==> src/design/mexp_pkg.sv <==
// Shared types and constants for the modular exponentiation unit.
// No dependencies; imported by mexp_mulmod and modular_exponentiation_unit.
`default_nettype none

package mexp_pkg;

    // operand width of the arithmetic; item fields are fixed at FIELD_W bits
    localparam int WIDTH   = 32;
    localparam int FIELD_W = 32;
    localparam int CNT_W   = $clog2(WIDTH + 1);

    typedef enum logic [2:0] {
        S_IDLE,
        S_LAUNCH,
        S_WAIT,
        S_DONE
    } t_state;

    typedef enum logic [1:0] {
        OP_RED,
        OP_MUL,
        OP_SQR
    } t_op;

endpackage

`default_nettype wire

==> src/design/mexp_mulmod.sv <==
// Interleaved multiply-reduce unit: x * y mod m, one multiplier bit per cycle, MSB first.
// Depends on mexp_pkg. Requires x < m and m > 1.
`default_nettype none

module mexp_mulmod
    import mexp_pkg::*;
(
    input  wire logic             i_clk,
    input  wire logic             i_rst_n,
    input  wire logic             i_start,
    input  wire logic [WIDTH-1:0] i_x,
    input  wire logic [WIDTH-1:0] i_y,
    input  wire logic [WIDTH-1:0] i_m,
    output logic                  o_done,
    output logic [WIDTH-1:0]      o_result
);

    logic             r_busy;
    logic             r_done;
    logic [CNT_W-1:0] r_cnt;
    logic [WIDTH-1:0] r_acc;
    logic [WIDTH-1:0] r_x;
    logic [WIDTH-1:0] r_y;

    logic [WIDTH+1:0] sum;
    logic [WIDTH+1:0] m1;
    logic [WIDTH+1:0] m2;
    logic [WIDTH-1:0] n_acc;

    // 2*acc + x stays below 3m: take off m or 2m in one step
    always_comb begin
        m1  = {2'b00, i_m};
        m2  = {1'b0, i_m, 1'b0};
        sum = {1'b0, r_acc, 1'b0} + (r_y[WIDTH-1] ? {2'b00, r_x} : '0);
        priority if (sum >= m2) begin
            n_acc = WIDTH'(sum - m2);
        end else if (sum >= m1) begin
            n_acc = WIDTH'(sum - m1);
        end else begin
            n_acc = WIDTH'(sum);
        end
    end

    always_ff @(posedge i_clk) begin
        if (!i_rst_n) begin
            r_busy <= 1'b0;
            r_done <= 1'b0;
        end else begin
            r_done <= 1'b0;
            if (i_start) begin
                r_busy <= 1'b1;
            end else if (r_busy && r_cnt == CNT_W'(1)) begin
                r_busy <= 1'b0;
                r_done <= 1'b1;
            end
        end
    end

    always_ff @(posedge i_clk) begin
        if (i_start) begin
            r_acc <= '0;
            r_x   <= i_x;
            r_y   <= i_y;
            r_cnt <= CNT_W'(WIDTH);
        end else if (r_busy) begin
            r_acc <= n_acc;
            r_y   <= {r_y[WIDTH-2:0], 1'b0};
            r_cnt <= r_cnt - CNT_W'(1);
        end
    end

    assign o_done   = r_done;
    assign o_result = r_acc;

endmodule

`default_nettype wire

==> src/design/modular_exponentiation_unit.sv <==
// Modular exponentiation unit: base^exponent mod modulus by right-to-left square-and-multiply.
// Depends on mexp_pkg and mexp_mulmod (the shared multiply-reduce unit).
//
// Usage:
//   Input channel i_in_valid / o_in_stall carries base, exponent and modulus. An item is
//   taken when i_in_valid is high and o_in_stall low; o_in_stall stays high while an item
//   is being worked on. Output channel o_out_valid / i_out_stall carries power_mod and
//   modulus_zero, one result per item, held in an output register.
//   For a modulus of zero or one, or a zero exponent, the item goes from idle straight
//   to the done state and then to the output register, with no product run.
//   Otherwise every modular product runs launch, WIDTH steps in the one shared
//   multiply-reduce unit and hand-back: one for reducing the base, then per exponent
//   bit up to the highest one bit a square, plus a multiply on each one bit (the last
//   square is skipped). With WIDTH = 32 that is at most 64 products, fewer for short
//   exponents; the next item is taken only once the result is in the output register.
//   A zero modulus raises o_modulus_zero with o_power_mod at 0.
//   The output register lets a new item start while a result waits; a finished result
//   waits in place while the previous one is stalled. Reset drops all items in flight.
`default_nettype none

module modular_exponentiation_unit
    import mexp_pkg::*;
(
    input  wire logic               i_clk,
    input  wire logic               i_rst_n,
    input  wire logic               i_in_valid,
    output logic                    o_in_stall,
    input  wire logic [FIELD_W-1:0] i_base,
    input  wire logic [FIELD_W-1:0] i_exponent,
    input  wire logic [FIELD_W-1:0] i_modulus,
    output logic                    o_out_valid,
    input  wire logic               i_out_stall,
    output logic [FIELD_W-1:0]      o_power_mod,
    output logic                    o_modulus_zero
);

    t_state           r_state;
    t_state           n_state;
    t_op              r_op;
    t_op              n_op;
    logic [WIDTH-1:0] r_e;
    logic [WIDTH-1:0] r_m;
    logic [WIDTH-1:0] r_sq;
    logic [WIDTH-1:0] r_acc;
    logic             r_zero;
    logic             r_out_valid;
    logic [WIDTH-1:0] r_out_pm;
    logic             r_out_zero;

    logic [WIDTH-1:0] in_m;
    logic [WIDTH-1:0] in_e;
    logic             in_short;
    logic [WIDTH-1:0] e_next;
    logic             finish;
    logic             accept;
    logic             out_load;
    logic             mm_start;
    logic [WIDTH-1:0] mm_x;
    logic [WIDTH-1:0] mm_y;
    logic             mm_done;
    logic [WIDTH-1:0] mm_res;

    assign in_m     = WIDTH'(i_modulus);
    assign in_e     = WIDTH'(i_exponent);
    assign in_short = (in_m <= WIDTH'(1)) || (in_e == '0);
    assign e_next   = r_e >> 1;

    // pick the following product and decide whether the scan is over
    always_comb begin
        n_op   = r_op;
        finish = 1'b0;
        unique case (r_op)
            OP_RED: begin
                n_op = r_e[0] ? OP_MUL : OP_SQR;
            end
            OP_MUL: begin
                n_op   = OP_SQR;
                finish = (e_next == '0);
            end
            OP_SQR: begin
                n_op   = e_next[0] ? OP_MUL : OP_SQR;
                finish = (e_next == '0);
            end
            default: begin
                n_op = OP_RED;
            end
        endcase
    end

    // next state
    always_comb begin
        n_state = r_state;
        unique case (r_state)
            S_IDLE: begin
                if (i_in_valid) begin
                    n_state = in_short ? S_DONE : S_LAUNCH;
                end
            end
            S_LAUNCH: begin
                n_state = S_WAIT;
            end
            S_WAIT: begin
                if (mm_done) begin
                    n_state = finish ? S_DONE : S_LAUNCH;
                end
            end
            S_DONE: begin
                if (!r_out_valid || !i_out_stall) begin
                    n_state = S_IDLE;
                end
            end
            default: begin
                n_state = S_IDLE;
            end
        endcase
    end

    // outputs of the sequencer
    always_comb begin
        accept   = 1'b0;
        out_load = 1'b0;
        mm_start = 1'b0;
        mm_x     = r_sq;
        mm_y     = r_sq;
        unique case (r_state)
            S_IDLE:   accept   = i_in_valid;
            S_LAUNCH: mm_start = 1'b1;
            S_WAIT:   mm_start = 1'b0;
            S_DONE:   out_load = !r_out_valid || !i_out_stall;
            default:  accept   = 1'b0;
        endcase
        unique case (r_op)
            OP_RED: begin
                mm_x = WIDTH'(1);
                mm_y = r_sq;
            end
            OP_MUL: begin
                mm_x = r_acc;
                mm_y = r_sq;
            end
            default: begin
                mm_x = r_sq;
                mm_y = r_sq;
            end
        endcase
    end

    always_ff @(posedge i_clk) begin
        if (!i_rst_n) begin
            r_state     <= S_IDLE;
            r_out_valid <= 1'b0;
        end else begin
            r_state <= n_state;
            if (out_load) begin
                r_out_valid <= 1'b1;
            end else if (!i_out_stall) begin
                r_out_valid <= 1'b0;
            end
        end
    end

    always_ff @(posedge i_clk) begin
        if (accept) begin
            r_e    <= in_e;
            r_m    <= in_m;
            r_sq   <= WIDTH'(i_base);
            r_op   <= OP_RED;
            r_zero <= (in_m == '0);
            // zero or unit modulus gives 0; a zero exponent gives 1
            r_acc  <= (in_m <= WIDTH'(1)) ? '0 : WIDTH'(1);
        end else if (r_state == S_WAIT && mm_done) begin
            r_op <= n_op;
            unique case (r_op)
                OP_RED: r_sq <= mm_res;
                OP_MUL: r_acc <= mm_res;
                default: begin
                    r_sq <= mm_res;
                    r_e  <= e_next;
                end
            endcase
        end
        if (out_load) begin
            r_out_pm   <= r_acc;
            r_out_zero <= r_zero;
        end
    end

    mexp_mulmod u_mulmod (
        .i_clk    (i_clk),
        .i_rst_n  (i_rst_n),
        .i_start  (mm_start),
        .i_x      (mm_x),
        .i_y      (mm_y),
        .i_m      (r_m),
        .o_done   (mm_done),
        .o_result (mm_res)
    );

    assign o_in_stall     = (r_state != S_IDLE);
    assign o_out_valid    = r_out_valid;
    assign o_power_mod    = FIELD_W'(r_out_pm);
    assign o_modulus_zero = r_out_zero;

    a_zero_mod_gives_zero: assert property (@(posedge i_clk) disable iff (!i_rst_n)
        (o_out_valid && o_modulus_zero) |-> (o_power_mod == '0))
        else $error("zero modulus result is not zero");

    a_unit_runs_on_big_mod: assert property (@(posedge i_clk) disable iff (!i_rst_n)
        (r_state == S_WAIT || r_state == S_LAUNCH) |-> (r_m > WIDTH'(1)))
        else $error("product started with modulus below two");

    a_mul_on_one_bit: assert property (@(posedge i_clk) disable iff (!i_rst_n)
        (r_state == S_LAUNCH && r_op == OP_MUL) |-> r_e[0])
        else $error("multiply launched on a zero exponent bit");

    a_product_reduced: assert property (@(posedge i_clk) disable iff (!i_rst_n)
        (r_state == S_WAIT && mm_done) |-> (mm_res < r_m))
        else $error("product not reduced below modulus");

    a_start_then_busy: assert property (@(posedge i_clk) disable iff (!i_rst_n)
        mm_start |=> !mm_done)
        else $error("product finished right after start");

endmodule

`default_nettype wire
==> config.mk <==
export PLATFORM = sky130hd
export DESIGN_NAME = modular_exponentiation_unit
export DESIGN_NICKNAME = d
export VERILOG_FILES = /design/src/design/mexp_pkg.sv /design/src/design/mexp_mulmod.sv /design/src/design/modular_exponentiation_unit.sv
export SDC_FILE = /design/constraint.sdc
export NUM_CORES = 1
export LEC_CHECK = 0
export BUFFER_PORTS_ARGS = -buffer_cell sky130_fd_sc_hd__buf_2
export CORE_MARGIN = 1
export CORE_UTILIZATION = 55
export DETAILED_ROUTE_END_ITERATION = 16
export MAX_ROUTING_LAYER = met4
export PLACE_DENSITY = 0.74
export SETUP_SLACK_MARGIN = 0.1
export SLEW_MARGIN = 20
export SYNTH_ARGS = -nofsm -noshare
export SYNTH_HDL_FRONTEND = slang
export SYNTH_HIERARCHICAL = 1
export SYNTH_SLANG_ARGS = --single-unit
==> constraint.sdc <==
create_clock -name i_clk -period 12.4 [get_ports i_clk]
set_input_delay 0 -clock i_clk [delete_from_list [all_inputs] [get_ports i_clk]]
set_output_delay 0 -clock i_clk [all_outputs]
set_load 0.02 [all_outputs]
Word level (Yosys, flattened, before mapping):

Index checks and enable logic that the tools add are counted.

* register bits: 272
* latch bits: 0
* bits in writable memories: 0
* ROM bits: 0
* input port bits: 100
* output and inout bits: 35
* word-level logic and storage cells: 93
* memories kept: 0

* $add $sub $neg: 4
* $mul: 0
* divide/modulo/power cells: 0
* order comparisons: 3
* eq/ne operators: 12
* shifts and indexed selects: 0
* muxes and demuxes: 34
* bitwise operators: 1
* reductions and logical operators: 23

Operators by type and width (number)
* $mux W32: 14
* $logic_not A32 Y1: 3
* $pmux W32 S2: 1
* $sub A32 B32 Y32: 2
* $add A33 B32 Y34: 1
* $ge A34 B32 Y1: 1
* $ge A34 B33 Y1: 1
* $le A32 B1 Y1 const B: 1
* $pmux W3 S4: 1
* $mux W1: 10
* $mux W3: 3
* $mux W2: 4
* $reduce_bool A2 Y1: 4
* $eq A3 B2 Y1 const B: 2
* $eq A6 B1 Y1 const B: 1
* $ne A2 B1 Y1 const B: 3
* $ne A2 B2 Y1 const B: 3
* $pmux W2 S3: 1
* $reduce_and A2 Y1: 3
* $reduce_or A2 Y1: 3
* $sub A6 B1 Y6 const B: 1
* $eq A3 B1 Y1 const B: 1
* $logic_not A3 Y1: 1
* $reduce_and A3 Y1: 1
* other kinds (8): 11

Logic depth before layout (Yosys ltp):

* word-level depth: 6
* mapped depth: 23
* gate-level depth less buffers: 21

By module:

The synthesis kept the hierarchy.

By module, submodules not included
* mexp_mulmod: instances 1, cells an instance 1126, area each 9841.9 sq um, seq. area each 2722.6 sq um
* modular_exponentiation_unit: instances 1, cells an instance 457, area each 6615.1 sq um, seq. area each 4964.8 sq um

Worst setup path before layout:

OpenSTA, ideal clock, no wires.

* path kind: register -> register
* start point: register u_mulmod.r_y[31]
* end point: register u_mulmod.r_acc[20] (netlist: u_mulmod/o_result[20])
* setup time: 0.136 ns
* data arrival time: 4.785 ns
* slack: 7.479 ns
* stages on the path, launching flop included: 23
* clock period less this slack: 4.921 ns
* cell sequence: edfxtp_1 clkbuf_1 and2_1 ha_1 nor2b_4 o31a_1 o211a_1 or4_1 a41o_1 a21oi_1 xnor2_1 ha_1 clkbuf_1 nand4_1 nor4_1 nand2_1 nand3_1 a21oi_1 o311a_1 buf_4 nand2_1 clkbuf_1 o221ai_1

* longest elaborated chain between the ends: 5

RTL lines
* from (decl): RTL line mexp_mulmod.sv:23 `logic [WIDTH-1:0] r_y;`
* from (signal assigned): RTL line mexp_mulmod.sv:63 `r_y <= i_y;`
* from (signal assigned): RTL line mexp_mulmod.sv:67 `r_y <= {r_y[WIDTH-2:0], 1'b0};`
* $mux W32 *: RTL line mexp_mulmod.sv:34 `sum = {1'b0, r_acc, 1'b0} + (r_y[WIDTH-1] ? {2'b00, r_x} : '0);`
* $add A33 B32 Y34 *: RTL line mexp_mulmod.sv:34
* $sub A32 B32 Y32 or $ge A34 B32 Y1 (tied branches): RTL line mexp_mulmod.sv:38, mexp_mulmod.sv:37
* $mux W32: RTL line mexp_mulmod.sv:37 `end else if (sum >= m1) begin`
* $mux W32 *: RTL line mexp_mulmod.sv:35 `priority if (sum >= m2) begin`
* to (signal assigned): RTL line mexp_mulmod.sv:66 `r_acc <= n_acc;`
* to (decl): RTL line mexp_mulmod.sv:21 `logic [WIDTH-1:0] r_acc;`

Mark *: on every way between the ends. The rest lies on a longest branch, timed or not.
A chain may end at the register's enable or synchronous reset.

Worst setup path after layout:

* start point: register u_mulmod.r_y[31]
* end point: register u_mulmod.r_acc[24] (netlist: u_mulmod/o_result[24])

The elaborated chain is that of the path after synthesis.

==> impl_metrics.py <==
metrics = {
    "setup_path": {
        "cp_data_arrival_time_ns": 7.06,
        "crit_chain": "nand2_1 -> inv_1 -> ha_1 -> a211oi_1 -> o211ai_1 -> a21oi_2 -> a211oi_1 -> o21a_1 -> o21a_1 -> o311ai_0 -> ha_1 -> o21ai_0 -> nand2b_1 -> a21oi_1 -> a21o_1 -> o311a_1 -> nand2_1 -> a311oi_1 -> a2111oi_2",
        "cp_slowest_stage_delay_ns": 0.88,
        "cp_slowest_cell": "edfxtp_1",
        "cp_num_cells": 19,
        "worstSetupPathType": "register to register",
        "cp_max_fo": 32,
        "crit_family": "compound AO/OA/AOI/OAI gates",
        "crit_required_ns": 12.84,
        "crit_buf_inv": 1,
        "start_kind": "register",
        "r2r_cells": 19,
        "critPathCaptureType": "register",
    },
    "min_path": {
        "min_path_type": "input pin to register",
        "hold_depth": 2,
    },
    "drt": {
        "dr.pass1.iters": 5,
        "ant_nets": 0,
        "wl_met3_um": 2369,
        "routedWlPerCell_um": 22.42,
        "drc": 0,
        "num_vias": 13592,
        "met1Wirelength_um": 20980,
        "wl_um": 49660,
        "wl_met2_um": 24250,
        "vias_per_cell": 6.136,
        "drt_iter0_drc": 1161,
        "top_layer": "met4",
    },
    "sta": {
        "setup_viol": 0,
        "skew_ns": 0.009499,
        "rsz0062_at_grt": "false",
        "fin_setup_tns_ns": 0,
        "drv_slew": 0,
        "period_needed_ns": 6.622,
        "timing.fmax_ghz": 0.1510,
        "period_share": 0.5340,
        "max-slew-margin-rel": 0.4255,
        "worst_pin_slew_ns": 0.8617,
        "finalHoldViolations": 0,
    },
    "logic_synthesis": {
        "async_reset_ff_frac": 0,
        "synth-xor-area-share": 0.03779,
        "synth_nets": 1787,
        "synthFlopType": "edfxtp_1",
        "syn-cell-area_mm2": 0.01646,
        "synth_top_area_frac": 0.4124,
        "synthAdderAreaFrac": 0.08044,
        "synth_area_leaders": "edfxtp_1, ha_1, dfxtp_1, nand2_1, a21oi_1",
        "synth_area_per_cell_um2": 10.40,
        "ys_warn_count": 6,
        "synth_top_area_cell": "edfxtp_1",
        "synth_top_family_by_area": "compound AO/OA/AOI/OAI gates",
        "ys_seq_area_frac": 0.4671,
        "synth_compound_area_frac": 0.1983,
        "syn_inst": 1583,
        "synth_cell_types": 93,
        "synth_edf_count": 226,
        "ys_seq_elements": 271,
        "yosys.area_share.simple": 0.1521,
        "synthMuxAreaShare": 0.03246,
    },
    "power_and_ir_drop": {
        "intPower_mw": 2.693,
        "power.density_mw_per_mm2": 244.8,
        "power_switching_mw": 2.088,
        "combPwrFrac": 0.535,
        "cellLeakagePower_nw": 8.112,
        "p_clk_frac": 0.197,
        "seqPwrFrac": 0.267,
        "vdd_drop_max_v": 0.0001685,
        "p_sw_frac": 0.4368,
    },
    "floorplanning": {
        "rows": 62,
        "dieArea_mm2": 0.03062,
        "die_width_um": 175.0,
        "initial_core_util": 0.5657,
        "core-area_mm2": 0.02909,
        "pin_count": 135,
        "die_h_um": 175.0,
    },
    "clock_tree": {
        "clkSinkCount": 271,
        "clkTransAtPathRegs_ns": 0.06,
        "cts_buffers": 30,
        "cts_setup_buffers": 0,
        "cts_root_buf": "clkbuf_16",
        "clockBufferDepth": 3,
        "h-tree-depth": 1,
        "clkLatencyLatePin_ns": 0.59,
        "cts_tree": "built",
    },
    "global_route": {
        "grt_use_total": 0.3334,
        "grt_start_max_net_pins": 72,
        "antenna_found_initial": 0,
        "grt_pass1_wl_um": 76040,
        "grt_overflow": 0,
        "grt_pass1_vias": 13541,
    },
    "job": {
        "drv_cap": 0,
    },
    "cells_and_area": {
        "finalInstanceArea_mm2": 0.01953,
        "fillCellCount": 2214,
        "nNetsFinal": 2011,
        "layout-drive-gt1-share": 0.1464,
        "n_antenna_cell": 0,
        "area_delta_synth_final_pct": 18.70,
    },
    "placement": {
        "hpwl_um": 35360,
        "placedInstanceArea_mm2": 0.01748,
        "gp_congestion": 0.9753,
        "portBuffers": 134,
    },
    "outcome": {
        "status": "finished, final reports clean",
    },
}
==> synthesized netlist by cell type (5+ instances only) <==
master and n:
a21boi_0 5, inv_1 65, and3_1 13, o31a_1 6, nand2_1 170, a31oi_1 10, o2111ai_1 5, o211ai_1 20
nor4_1 26, clkbuf_1 26, or2_2 5, mux2_2 34, buf_4 7, nand4_1 22, or3_1 11, o21ai_0 69
edfxtp_1 226, a211oi_1 27, dfxtp_1 45, o21a_1 25, and2_1 70, a22oi_1 10, nand3_1 23, ha_1 101
nand2b_1 8, xnor2_1 46, nor3_1 27, a221oi_1 5, xor2_1 25, and4_1 7, nor2_1 86, mux2i_1 14
buf_2 17, a21oi_1 106, a22o_1 34, nor2b_1 10, o21bai_1 13, a21o_1 65
==> per-layer routing <==
metal | global-route usage | up-vias
li1 | - | 6434
met1 | 0.4130 | 6521
met2 | 0.5604 | 513
met3 | 0.03198 | 124
met4 | 0.1359 | 0
met5 | - | -
==> cells in the final DEF (no fill, tap or decap), types with 7 or more instances in the layout <==
master / netlist / layout
a211oi_1: 27 / 27
a21o_1: 65 / 65
a21oi_1: 106 / 105
a22o_1: 34 / 34
a22oi_1: 10 / 10
a31oi_1: 10 / 10
and2_1: 70 / 70
and3_1: 13 / 13
and4_1: 7 / 7
buf_2: 17 / 134
buf_4: 7 / 13
clkbuf_16: 0 / 30
clkinv_2: 0 / 7
dfxtp_1: 45 / 45
dlygate4sd3_1: 0 / 100
edfxtp_1: 226 / 226
ha_1: 101 / 101
inv_1: 65 / 65
mux2_2: 34 / 34
mux2i_1: 14 / 14
nand2_1: 170 / 170
nand2b_1: 8 / 8
nand3_1: 23 / 23
nand4_1: 22 / 22
nor2_1: 86 / 85
nor2b_1: 10 / 9
nor3_1: 27 / 27
nor4_1: 26 / 26
o211ai_1: 20 / 20
o21a_1: 25 / 25
o21ai_0: 69 / 67
o21bai_1: 13 / 13
or3_1: 11 / 11
xnor2_1: 46 / 46
xor2_1: 25 / 25
==> power by group through the flow <==
stage / sequential (mW) / clock, mW / combinational [mW]
final: 1.28 / 0.943 / 2.56
after global routing: 1.29 / 0.980 / 2.78
after CTS: 1.28 / 0.949 / 2.51
after detailed placement: 1.30 / 0 / 2.46
after global placement: 1.29 / 0 / 2.45
after floorplan: 1.23 / 0 / 1.84
==> cell families (layout without fill, tap and decap cells) <==
| group | Yosys count | in the layout |
|---|---|---|
| AO/OA/AOI/OAI | 465 | 465 |
| XOR/XNOR | 71 | 71 |
| adder cells (fa/ha/maj) | 104 | 104 |
| flip-flops | 271 | 271 |
| AND/OR/NAND/NOR | 500 | 500 |
| buffers and inverters | 123 | 371 |
| multiplexers | 49 | 49 |
==> worst paths after layout <==
check	startpoint	to	slack [ns]
max	u_mulmod/r_y[31]	u_mulmod/o_result[24]	5.78
min	i_modulus[9]	r_m[9]	0.15
max reg2reg	u_mulmod/r_y[31]	u_mulmod/o_result[24]	5.78
min reg2reg	r_acc[21]	o_power_mod[21]	0.45
==> repair_timing <==
action,4_1_cts,5_1_grt
resized for setup,0,0
endpoints found under the setup margin,0,0
hold buffers,100,0
endpoints found under the hold margin,102,0
==> registers in the layout (all words and copies together), names as in the netlist, 2 cells and up <==
signal and count:
u_mulmod/r_cnt 6, u_mulmod/r_x 32, r_op 2, u_mulmod/o_result 32, r_acc 32, u_mulmod/r_y 32
r_e 32, r_state 2, o_power_mod 32, r_m 32, mm_y 32
==> worst register-to-register path, delay by kind of cell (launching register included) <==
family / cells / cell delay, ns
AO/OA/AOI/OAI: 13 / 4.11
adder cells (fa/ha/maj): 2 / 0.68
buffers and inverters: 1 / 0.11
flip-flops: 1 / 0.88
AND/OR/NAND/NOR: 3 / 0.69
==> stage by stage <==
| stage | util | hold WS (ns) | instances | total power [mW] | worst slack [ns] |
|---|---|---|---|---|---|
| global route | 0.6715 | 0.1465 | 2215 | 5.049 | 5.287 |
| CTS | 0.6711 | 0.1249 | 2214 | 4.733 | 5.748 |
| global placement | 0.6009 | 0.1906 | 2058 | 3.747 | 6.060 |
| floorplan | - | 0.09887 | 1583 | 3.075 | 7.479 |
| detailed placement | 0.6009 | 0.1932 | 2058 | 3.757 | 5.761 |
| finish | 0.6715 | 0.1477 | 2215 | 4.781 | 5.778 |
==> final cells by class <==
| cell class | count | area [µm²] | area share |
|---|---|---|---|
| clock inverter | 20 | 256.5 | 0.01313 |
| clock buffer | 36 | 783.3 | 0.04010 |
| sequential | 271 | 7687 | 0.3935 |
| multi-input combinational | 1189 | 8293 | 0.4245 |
| tap | 384 | 480.5 | 0.02460 |
| inverter | 67 | 252.7 | 0.01294 |
| timing repair buffer | 248 | 1780 | 0.09115 |
Power figures use the tool's default switching activity.
